File: config.mk
export PLATFORM = sky130hd
export DESIGN_NAME = time_ordered_event_queue
export DESIGN_NICKNAME = d
export VERILOG_FILES = /design/src/hw/rtl/teoq_pkg.sv /design/src/hw/rtl/teoq_store.sv /design/src/hw/rtl/teoq_seq.sv /design/src/hw/rtl/time_ordered_event_queue.sv
export SDC_FILE = /design/constraint.sdc
export NUM_CORES = 1
export LEC_CHECK = 0
export BUFFER_PORTS_ARGS = -buffer_cell sky130_fd_sc_hd__buf_2
export CORE_MARGIN = 1
export CORE_UTILIZATION = 65
export DETAILED_ROUTE_END_ITERATION = 8
export GPL_ROUTABILITY_DRIVEN = 0
export PLACE_DENSITY_LB_ADDON = 0.25
export RECOVER_POWER = 25
export SYNTH_ARGS = -nofsm -noshare
export SYNTH_HDL_FRONTEND = slang
export SYNTH_SLANG_ARGS = --single-unit
export TNS_END_PERCENT = 100
File: constraint.sdc
create_clock -name clk_i -period 16.8 [get_ports clk_i]
set_input_delay 1.68 -clock clk_i [delete_from_list [all_inputs] [get_ports clk_i]]
set_output_delay 1.68 -clock clk_i [all_outputs]
set_load 0.01 [all_outputs]
File: src/hw/rtl/teoq_pkg.sv
package teoq_pkg;

  localparam int unsigned DefQueueDepth = 16;
  localparam int unsigned WordWidth     = 64;
  localparam int unsigned TimeWidth     = 32;

  typedef enum logic [1:0] {
    ST_ACCEPTED = 2'd0,
    ST_DROPPED  = 2'd1,
    ST_LISTED   = 2'd2,
    ST_EMPTY    = 2'd3
  } status_e;

  // Stored word: time in [31:0], target in [47:32], type in [63:48].
  typedef struct packed {
    status_e                status;
    logic [WordWidth-1:0]   word;
    logic                   last;
  } res_t;

  function automatic logic [TimeWidth-1:0] time_of(input logic [WordWidth-1:0] w);
    time_of = w[TimeWidth-1:0];
  endfunction

endpackage

File: src/hw/rtl/teoq_store.sv
module teoq_store import teoq_pkg::*; #(
  parameter int unsigned QUEUE_DEPTH = DefQueueDepth,
  parameter int unsigned AW          = $clog2(QUEUE_DEPTH)
) (
  input  logic                 clk_i,
  input  logic                 we_i,
  input  logic [AW-1:0]        waddr_i,
  input  logic [WordWidth-1:0] wdata_i,
  input  logic                 re_i,
  input  logic [AW-1:0]        raddr_i,
  output logic [WordWidth-1:0] rdata_o
);

  logic [WordWidth-1:0] mem [QUEUE_DEPTH];
  logic [WordWidth-1:0] rdata_q;

  always_ff @(posedge clk_i) begin
    if (we_i) begin
      mem[waddr_i] <= wdata_i;
    end
    if (re_i) begin
      rdata_q <= mem[raddr_i];
    end
  end

  assign rdata_o = rdata_q;

endmodule

File: src/hw/rtl/teoq_seq.sv
module teoq_seq import teoq_pkg::*; #(
  parameter int unsigned QUEUE_DEPTH = DefQueueDepth,
  parameter int unsigned AW          = $clog2(QUEUE_DEPTH),
  parameter int unsigned CW          = $clog2(QUEUE_DEPTH + 1)
) (
  input  logic                 clk_i,
  input  logic                 rst_ni,
  input  logic                 in_valid_i,
  input  logic                 in_kind_i,
  input  logic [WordWidth-1:0] in_word_i,
  output logic                 in_ready_o,
  output logic                 res_valid_o,
  output res_t                 res_o,
  input  logic                 res_ready_i,
  output logic                 we_o,
  output logic [AW-1:0]        waddr_o,
  output logic [WordWidth-1:0] wdata_o,
  output logic                 re_o,
  output logic [AW-1:0]        raddr_o,
  input  logic [WordWidth-1:0] rdata_i
);

  typedef enum logic [6:0] {
    S_IDLE    = 7'b0000001,
    S_INS_RD  = 7'b0000010,
    S_INS_CMP = 7'b0000100,
    S_INS_PUT = 7'b0001000,
    S_LST_RD  = 7'b0010000,
    S_LST_OUT = 7'b0100000,
    S_RESP    = 7'b1000000
  } state_e;

  state_e               state_q, state_d;
  logic [CW-1:0]        count_q, count_d;
  logic [CW-1:0]        idx_q, idx_d;
  logic [WordWidth-1:0] word_q, word_d;
  status_e              resp_q, resp_d;
  logic                 shift;
  logic                 lst_last;

  // At the slot just below the insertion point, the head moves only on a strictly
  // later time, while any later entry moves on a time at least as large.
  always_comb begin
    if (idx_q == CW'(1)) begin
      shift = time_of(word_q) < time_of(rdata_i);
    end else begin
      shift = time_of(rdata_i) >= time_of(word_q);
    end
  end

  assign lst_last = (CW'(idx_q + CW'(1)) == count_q);

  always_comb begin
    state_d     = state_q;
    count_d     = count_q;
    idx_d       = idx_q;
    word_d      = word_q;
    resp_d      = resp_q;
    in_ready_o  = 1'b0;
    res_valid_o = 1'b0;
    res_o       = '{status: resp_q, word: '0, last: 1'b1};
    we_o        = 1'b0;
    waddr_o     = idx_q[AW-1:0];
    wdata_o     = word_q;
    re_o        = 1'b0;
    raddr_o     = idx_q[AW-1:0];
    unique case (state_q)
      S_IDLE: begin
        in_ready_o = 1'b1;
        if (in_valid_i) begin
          word_d = in_word_i;
          if (in_kind_i) begin
            idx_d = '0;
            if (count_q == '0) begin
              resp_d  = ST_EMPTY;
              state_d = S_RESP;
            end else begin
              state_d = S_LST_RD;
            end
          end else if (count_q == CW'(QUEUE_DEPTH)) begin
            resp_d  = ST_DROPPED;
            state_d = S_RESP;
          end else if (count_q == '0) begin
            state_d = S_INS_PUT;
          end else begin
            idx_d   = count_q;
            state_d = S_INS_RD;
          end
        end
      end
      S_INS_RD: begin
        re_o    = 1'b1;
        raddr_o = AW'(idx_q - CW'(1));
        state_d = S_INS_CMP;
      end
      S_INS_CMP: begin
        we_o = 1'b1;
        if (shift) begin
          wdata_o = rdata_i;
          idx_d   = CW'(idx_q - CW'(1));
          state_d = (idx_q == CW'(1)) ? S_INS_PUT : S_INS_RD;
        end else begin
          count_d = CW'(count_q + CW'(1));
          resp_d  = ST_ACCEPTED;
          state_d = S_RESP;
        end
      end
      S_INS_PUT: begin
        we_o    = 1'b1;
        waddr_o = '0;
        count_d = CW'(count_q + CW'(1));
        resp_d  = ST_ACCEPTED;
        state_d = S_RESP;
      end
      S_LST_RD: begin
        re_o    = 1'b1;
        state_d = S_LST_OUT;
      end
      S_LST_OUT: begin
        res_o = '{status: ST_LISTED, word: rdata_i, last: lst_last};
        if (res_ready_i) begin
          res_valid_o = 1'b1;
          if (lst_last) begin
            state_d = S_IDLE;
          end else begin
            idx_d   = CW'(idx_q + CW'(1));
            state_d = S_LST_RD;
          end
        end
      end
      S_RESP: begin
        if (res_ready_i) begin
          res_valid_o = 1'b1;
          state_d     = S_IDLE;
        end
      end
      default: begin
        state_d = S_IDLE;
      end
    endcase
  end

  always_ff @(posedge clk_i or negedge rst_ni) begin
    if (!rst_ni) begin
      state_q <= S_IDLE;
      count_q <= '0;
      idx_q   <= '0;
      resp_q  <= ST_ACCEPTED;
    end else begin
      state_q <= state_d;
      count_q <= count_d;
      idx_q   <= idx_d;
      resp_q  <= resp_d;
    end
  end

  always_ff @(posedge clk_i) begin
    word_q <= word_d;
  end

  a_count_bound: assert property (@(posedge clk_i) disable iff (!rst_ni)
    count_q <= CW'(QUEUE_DEPTH))
    else $error("entry count exceeds queue depth");

  a_write_only_insert: assert property (@(posedge clk_i) disable iff (!rst_ni)
    we_o |-> (state_q == S_INS_CMP || state_q == S_INS_PUT))
    else $error("store written outside an insert");

  a_cmp_index: assert property (@(posedge clk_i) disable iff (!rst_ni)
    (state_q == S_INS_CMP || state_q == S_INS_RD) |-> idx_q != '0)
    else $error("insert scan ran below the head");

  a_list_in_range: assert property (@(posedge clk_i) disable iff (!rst_ni)
    (state_q == S_LST_OUT) |-> idx_q < count_q)
    else $error("listing read beyond the stored entries");

  a_count_step: assert property (@(posedge clk_i) disable iff (!rst_ni)
    (count_q != $past(count_q)) |-> ($past(state_q) == S_INS_CMP ||
                                     $past(state_q) == S_INS_PUT))
    else $error("entry count changed outside an insert");

endmodule

File: src/hw/rtl/time_ordered_event_queue.sv
// Insert: each stored entry that moves up one slot is read, then written one slot higher;
// the event is then written into its place (slot 0 when it lands at the head) and the
// status follows. A drop on a full queue answers with its status without using the store.
// List: each stored entry is read, then presented; an empty queue answers with a status alone.
// One item is worked on at a time; the next is accepted in the cycle after the last result
// enters the output register. Reset empties the queue; stored words are not cleared.
module time_ordered_event_queue import teoq_pkg::*; #(
  parameter int unsigned QUEUE_DEPTH = DefQueueDepth
) (
  input  logic        clk_i,
  input  logic        rst_ni,
  input  logic        s_axis_tvalid,
  output logic        s_axis_tready,
  input  logic [63:0] s_axis_tdata,  // event_time[31:0], event_target[47:32], event_type[63:48]
  input  logic        s_axis_tuser,  // kind
  output logic        m_axis_tvalid,
  input  logic        m_axis_tready,
  output logic [63:0] m_axis_tdata,  // out_time[31:0], out_target[47:32], out_type[63:48]
  output logic [1:0]  m_axis_tuser,  // status
  output logic        m_axis_tlast   // last
);

  localparam int unsigned AW = (QUEUE_DEPTH > 1) ? $clog2(QUEUE_DEPTH) : 1;
  localparam int unsigned CW = $clog2(QUEUE_DEPTH + 1);

  logic                 we;
  logic [AW-1:0]        waddr;
  logic [WordWidth-1:0] wdata;
  logic                 re;
  logic [AW-1:0]        raddr;
  logic [WordWidth-1:0] rdata;
  logic                 res_valid;
  logic                 res_ready;
  res_t                 res;
  logic                 out_valid_q;
  res_t                 out_q;

  teoq_store #(
    .QUEUE_DEPTH(QUEUE_DEPTH),
    .AW         (AW)
  ) u_store (
    .clk_i  (clk_i),
    .we_i   (we),
    .waddr_i(waddr),
    .wdata_i(wdata),
    .re_i   (re),
    .raddr_i(raddr),
    .rdata_o(rdata)
  );

  teoq_seq #(
    .QUEUE_DEPTH(QUEUE_DEPTH),
    .AW         (AW),
    .CW         (CW)
  ) u_seq (
    .clk_i      (clk_i),
    .rst_ni     (rst_ni),
    .in_valid_i (s_axis_tvalid),
    .in_kind_i  (s_axis_tuser),
    .in_word_i  (s_axis_tdata),
    .in_ready_o (s_axis_tready),
    .res_valid_o(res_valid),
    .res_o      (res),
    .res_ready_i(res_ready),
    .we_o       (we),
    .waddr_o    (waddr),
    .wdata_o    (wdata),
    .re_o       (re),
    .raddr_o    (raddr),
    .rdata_i    (rdata)
  );

  assign res_ready = !out_valid_q || m_axis_tready;

  always_ff @(posedge clk_i or negedge rst_ni) begin
    if (!rst_ni) begin
      out_valid_q <= 1'b0;
    end else if (res_ready) begin
      out_valid_q <= res_valid;
    end
  end

  always_ff @(posedge clk_i) begin
    if (res_ready && res_valid) begin
      out_q <= res;
    end
  end

  assign m_axis_tvalid = out_valid_q;
  assign m_axis_tdata  = out_q.word;
  assign m_axis_tuser  = out_q.status;
  assign m_axis_tlast  = out_q.last;

endmodule

==> results of run 1 <==
## routing by layer
layer	GRT usage, %	share of wire [%]
met1	42.00	38
met2	49.29	48
met3	5.028	11
met4	12.42	3.8
met5	0	0.038
## area by class of cell
| class | count | area (um2) |
|---|---|---|
| inverter | 42 | 160.2 |
| tap | 969 | 1212 |
| timing repair buffer | 190 | 943.4 |
| clock inverter | 58 | 422.9 |
| multi-input combinational | 1982 | 10770 |
| sequential | 1239 | 37110 |
| fill | 4528 | 20710 |
| clock buffer | 154 | 3118 |
## worst max-delay path by stage
| stage | startpoint | endpoint | cells past startpoint |
|---|---|---|---|
| 2_1_floorplan | u_seq.state_q[4] | u_store.mem[0][0] | 4 |
| 3_3_place_gp | u_seq.idx_q[0] | u_store.rdata_o[39] | 8 |
| 3_5_place_dp | u_seq.idx_q[0] | u_store.rdata_o[44] | 8 |
| 4_1_cts | u_seq.idx_q[0] | u_store.rdata_o[10] | 8 |
| 5_1_grt | u_seq.state_q[3] | u_store.rdata_o[40] | 4 |
| 6_report | u_seq.state_q[3] | u_store.rdata_o[40] | 4 |
## logic make-up after synthesis
kind of cell | Yosys count | share of synthesized area (%)
AOI/OAI and AO/OA | 203 | 2.855
buffers and inverters | 245 | 2.335
DFF | 1239 | 75.94
xor gates and xnor gates | 17 | 0.3636
muxes | 133 | 2.893
and+or+nand+nor | 1592 | 14.66
adders and majority gates | 37 | 0.9474
## cells in the mapped netlist, drive strengths merged, types with 4 or more instances
| library cell | number | area [um2] |
|---|---|---|
| nor2 | 32 | 130.1 |
| clkbuf | 83 | 316.5 |
| nor4 | 7 | 56.30 |
| xor2 | 9 | 78.83 |
| mux2i | 67 | 670.6 |
| dfrtp | 19 | 475.5 |
| buf | 120 | 664.4 |
| nand2 | 921 | 3465 |
| nand4 | 140 | 875.8 |
| nor3 | 5 | 36.29 |
| ha | 37 | 462.9 |
| o31ai | 4 | 30.03 |
| edfxtp | 1219 | 36610 |
| nand2b | 8 | 50.05 |
| o21ai | 75 | 394.1 |
| inv | 42 | 160.2 |
| mux2 | 66 | 743.2 |
| a21oi | 29 | 145.1 |
| xnor2 | 7 | 76.32 |
| and2 | 64 | 400.4 |
| a32oi | 66 | 578.1 |
| nand3 | 397 | 1992 |
## per-stage QoR
stage / setup WS [ns] / cells / area, um2 / util [%] / hold slack [ns]
2_1_floorplan: 8.455 / 3466 / 48860 / - / 0.4781
6_report: 9.510 / 4634 / 53730 / 72.18 / 0.5310
3_3_place_gp: 12.00 / 4422 / 50440 / 67.75 / 0.5009
4_1_cts: 11.81 / 4634 / 53980 / 72.51 / 0.5344
5_1_grt: 9.481 / 4634 / 53730 / 72.18 / 0.5918
3_5_place_dp: 11.80 / 4422 / 50440 / 67.75 / 0.5218
## power by group through the flow
stage	logic (W)	registers, W	clock network [W]
2_1_floorplan	0.00124	0.00390	0
3_3_place_gp	0.00163	0.00395	0
3_5_place_dp	0.00171	0.00395	0
4_1_cts	0.00172	0.00389	0.00248
5_1_grt	0.00189	0.00390	0.00260
6_report	0.00173	0.00390	0.00247
## layout by cell type, fill, tap and decap left out, drive strengths merged, types with 2 or more instances in the layout
master / instances
clkinv: 47
nor3b: 3
xnor2: 7
clkinvlp: 5
nand3: 397
bufinv: 5
nor4: 7
ha: 37
nand2: 921
mux2: 66
o32ai: 2
nor3: 5
inv: 43
clkbuf: 246
a32oi: 66
o22ai: 2
edfxtp: 1219
o211ai: 2
a21oi: 29
dfrtp: 19
nand2b: 8
and2: 64
a22oi: 2
a21o: 2
nand4: 140
a21boi: 2
and4: 2
and3: 3
nor2: 32
nand4bb: 2
o31ai: 4
mux2i: 67
nor2b: 2
xor2: 9
buf: 98
o21ai: 75
o21a: 2
## critical path, delay by kind of cell (launching register included)
| kind | cells | cell delay (ns) |
|---|---|---|
| AO/OA/AOI/OAI | 1 | 2.41 |
| buffers and inverters | 1 | 3.22 |
| flip-flops | 1 | 0.44 |
| AND/OR/NAND/NOR | 2 | 0.65 |
## sequential cells by signal (all words and copies together), names as in the netlist
register,count
u_store.mem,1024
m_axis_tdata,64
u_seq.word_q,64
u_store.rdata_o,64
u_seq.state_q,7
u_seq.count_q,5
u_seq.idx_q,5
m_axis_tuser,2
u_seq.resp_q,2
m_axis_tlast,1
m_axis_tvalid,1
==> impl_metrics.yaml, run 1 <==
timing:
  rsz0062_at_grt: "no"
  period_share_pct: 43.39
  period_minus_slack_ns: 7.290
  slew_headroom_pct: -191.0
  setup_tns_ns: 0
  setup_viol: 0
  fmax_ghz: 0.1372
  hold_violations: 0
  skew_ns: 0.02366
  slew_violations: 545
  worstMarginPinSlew_ns: 4.364
detailed_routing:
  ant_nets: 0
  drc: 0
  drtIter0Drc: 3868
  drt_wl_total_um: 116900
  via_per_inst: 6.466
  dr_total_vias: 29960
  dr.pass1.iters: 6
  wl_per_cell_um: 25.23
worst_setup_path:
  worstReg2RegStart: "u_seq.state_q[3]"
  worstPathRequired_ns: 16.98
  r2r-end: "u_store.rdata_o[40]"
  reg2regPathDepth: 4
  startpoint_type: "flip-flop"
  crit_path_cell_trace: "nor3_1, nand2_1, a21oi_1, clkbuf_1"
  max_stage_delay_ns: 3.22
  cp_max_fo: 46
  endpoint_kind: "flip-flop"
  crit_path_top_delay_cell: "clkbuf_1"
  cp.arrival_ns: 7.47
  critPathKind: "flip-flop to flip-flop"
  r2r_slack_ns: 9.51
final_layout:
  areaGrowthSynthToFinish_pct: 9.968
  layout.nets: 3677
  antenna_cells: 0
  drive_gt1_share_pct: 9.468
global_routing:
  grt_antenna_before_repair: 3
  grt_pass1_vias: 29210
  overflow: 0
  track_usage_pct: 30.52
  grt_pass1_wl_um: 174500
  grt_max_degree: 209
clocking:
  cts_buffers: 116
  htree_levels: 3
  cts-root-buf: "clkbuf_16"
  clock_sinks: 1239
  postCtsHoldBufs: 0
  tritoncts: "yes"
  cts.repair.resized: 0
  path_clk_slew_ns: 0.06
  clock_latency_ns: 0.69
  postCtsSetupBuffers: 0
  cts_buffer_depth: 3
yosys:
  syn-cell-area_um2: 48860
  synth_cell_types: 74
  synth.avg_cell_area_um2: 14.10
  synth_fp_nets: 3572
  ys_seq_area_share_pct: 75.94
  synthCells: 3466
  synth_seq_cells: 1239
  synth_ff_type: "edfxtp_1"
  synth_edf_count: 1219
  yosysWarningCount: 0
  synthArstFlopShare_pct: 1.614
run:
  maxCapViolCount: 18
power_and_ir_drop:
  p_int_w: 0.005661
  clkPwrFrac_pct: 30.5
  seqPwrFrac_pct: 48.1
  total_power_w: 0.008091
  power.density_nw_per_um2: 150.6
  swShare_pct: 30.04
  ir_worst_vdd_mv: 0.1041
  leakagePower_nw: 18.57
  p_sw_w: 0.002431
  combinationalPowerShare_pct: 21.4
min_path:
  hp-class: "flip-flop to flip-flop"
  holdPathEnd: "u_seq.resp_q[0]"
  hold_path.startpoint: "u_seq.resp_q[0]"
  min_path_cells: 2
floorplan:
  io_pins: 138
  row_count: 100
  initial_core_util_pct: 65.64
  dieHeight_um: 276.2
  dieArea_um2: 76280
  die_w_um: 276.2
  core-area_um2: 74450
place:
  hpwl_um: 58110
  io_buffers: 137
run_status:
  status: "finished with violations"
  violations: "capacitance limit, slew limit"
No activity file was read; power rests on OpenSTA's default activity.
==> run 2, diff against run 1 <==
Settings changed: CORE_UTILIZATION 65 to 62.
Clock period 16.8 ns to 7.55 ns, I/O delays scaled along.
==> run 2 against run 1 <==
  * Worst setup slack got worse by 7.6 ns
  * Register-to-register slack lost 7.6 ns
  * Via count down 0.55%
  * Die area up 4.8%
  * Non-clock buffer count decreased by 3
  * Critical endpoint is now u_seq.resp_q[1]
  * Sequential share of layout area fell by 0.44 points
  * Power rose by 130%
  * Clock skew up 0.0018 ns
  * First-iteration DRC count grew 6.4%
  * Global-route usage fell by 0.15 points
  * Largest power group unchanged
  * Worst hold slack worse by 0.29 ns
  * The run still ends with capacitance limit, slew limit left
==> impl_metrics.yaml, run 2 (synthesis results as in run 1) <==
clocking:
  cts_buffer_depth: 3
  cts_buffers: 116
  cts-root-buf: "clkbuf_16"
  postCtsHoldBufs: 0
  tritoncts: "yes"
  cts.repair.resized: 0
  clock_latency_ns: 0.69
  postCtsSetupBuffers: 0
  path_clk_slew_ns: 0.06
  htree_levels: 3
  clock_sinks: 1239
floorplan:
  dieArea_um2: 79940
  io_pins: 138
  dieHeight_um: 282.7
  row_count: 102
  core-area_um2: 77720
  die_w_um: 282.7
  initial_core_util_pct: 62.87
global_routing:
  overflow: 0
  grt_pass1_vias: 29120
  grt_pass1_wl_um: 178100
  grt_antenna_before_repair: 1
  track_usage_pct: 30.36
  grt_max_degree: 152
worst_setup_path:
  r2r-end: "u_seq.resp_q[1]"
  cp-startpoint: "u_seq.state_q[3]"
  reg2regPathDepth: 7
  startpoint_type: "flip-flop"
  cp_max_fo: 39
  endpoint_kind: "flip-flop"
  r2r_slack_ns: 1.94
  crit_end: "u_seq.resp_q[1]"
  critPathKind: "flip-flop to flip-flop"
  worstReg2RegStart: "u_seq.state_q[3]"
  worstPathRequired_ns: 8.07
  cp.arrival_ns: 6.13
final_layout:
  areaGrowthSynthToFinish_pct: 10.68
  final_cell_mix: "1219 x edfxtp_1, 920 x nand2_1, 397 x nand3_1"
  top_register: "u_store.mem"
  drive_gt1_share_pct: 9.297
  largest_register_ffs: 1024
  final_common_cell: "edfxtp_1"
  layout.nets: 3674
  n_fill_cell: 4945
timing:
  slew_headroom_pct: -207.8
  rsz0062_at_grt: "no"
  slew_violations: 409
  period_minus_slack_ns: 5.611
  fin_ws_ns: 1.939
  skew_ns: 0.02545
  worstMarginPinSlew_ns: 4.617
  holdWs_ns: 0.2375
  setup_viol: 0
  hold_violations: 0
  period_share_pct: 74.32
  fmax_ghz: 0.1782
power_and_ir_drop:
  ir_worst_vdd_mv: 0.4308
  power.density_nw_per_um2: 337.9
  leakagePower_nw: 18.64
  total_power_w: 0.01827
detailed_routing:
  dr_total_vias: 29800
  wl_per_cell_um: 25.58
  via_per_inst: 6.328
  drc: 0
  ant_nets: 0
  drtIter0Drc: 4117
  dr.pass1.iters: 8
  drt_wl_total_um: 120500
run_status:
  status: "finished with violations"
  violations: "capacitance limit, slew limit"
place:
  io_buffers: 137
  hpwl_um: 58730
  dpl_worst_slack_ns: 3.303
min_path:
  hp-class: "primary input to flip-flop"
run:
  maxCapViolCount: 14
[run 2: stage by stage]
step | TNS [ns] | area [um2] | cells | util [%]
4_1_cts | 0 | 54320 | 4708 | 69.89
5_1_grt | 0 | 54080 | 4708 | 69.58
3_3_place_gp | 0 | 50600 | 4490 | 65.11
6_report | 0 | 54080 | 4709 | 69.58
3_5_place_dp | 0 | 50600 | 4490 | 65.11
2_1_floorplan | -43.03 | 48870 | 3466 | -
[run 2: report_power, final]
part           total [W]  switching [W]  internal, W  leakage (nW)
Combinational    0.00394        0.00285      0.00109          5.49
Sequential       0.00863       0.000167      0.00846          11.3
Clock            0.00570        0.00246      0.00325          1.83
Total             0.0183        0.00548       0.0128          18.6
[run 2: per-layer routing]
layer	global-route usage, %	share of wire [%]
met1	42.80	39
met2	49.23	49
met3	4.117	9.7
met4	10.64	2.7
met5	0	0
[run 2: critical path: stages (launching register included)]
cell      delay, ns
dfrtp_1        0.44
nor3_1         0.53
nand2_1        0.20
a21oi_4        0.14
clkbuf_1       2.72
o22ai_1        0.86
a22oi_1        0.41
o21ai_0        0.14
[run 2: worst min-delay path by stage]
stage	cells past startpoint	slack, ns	end	start
finish	1	0.24	u_seq.word_q[62]	s_axis_tdata[62]
detailed placement	2	0.52	u_seq.resp_q[0]	u_seq.resp_q[0]
global placement	2	0.50	u_seq.resp_q[0]	u_seq.resp_q[0]
floorplan	0	0.46	m_axis_tvalid	rst_ni
CTS	1	0.02	u_seq.state_q[6]	rst_ni
global route	1	0.23	u_seq.word_q[52]	s_axis_tdata[52]
[run 2: cell type report]
cell class | instances | area (um2) | area share, %
Clock inverter | 71 | 646.9 | 1.196
Clock buffer | 147 | 3070 | 5.677
Inverter | 42 | 160.2 | 0.2961
Antenna cell | 1 | 2.502 | 0.004627
Tap cell | 1040 | 1301 | 2.406
Timing Repair Buffer | 187 | 998.5 | 1.846
Multi-Input combinational cell | 1982 | 10800 | 19.96
Sequential cell | 1239 | 37110 | 68.61
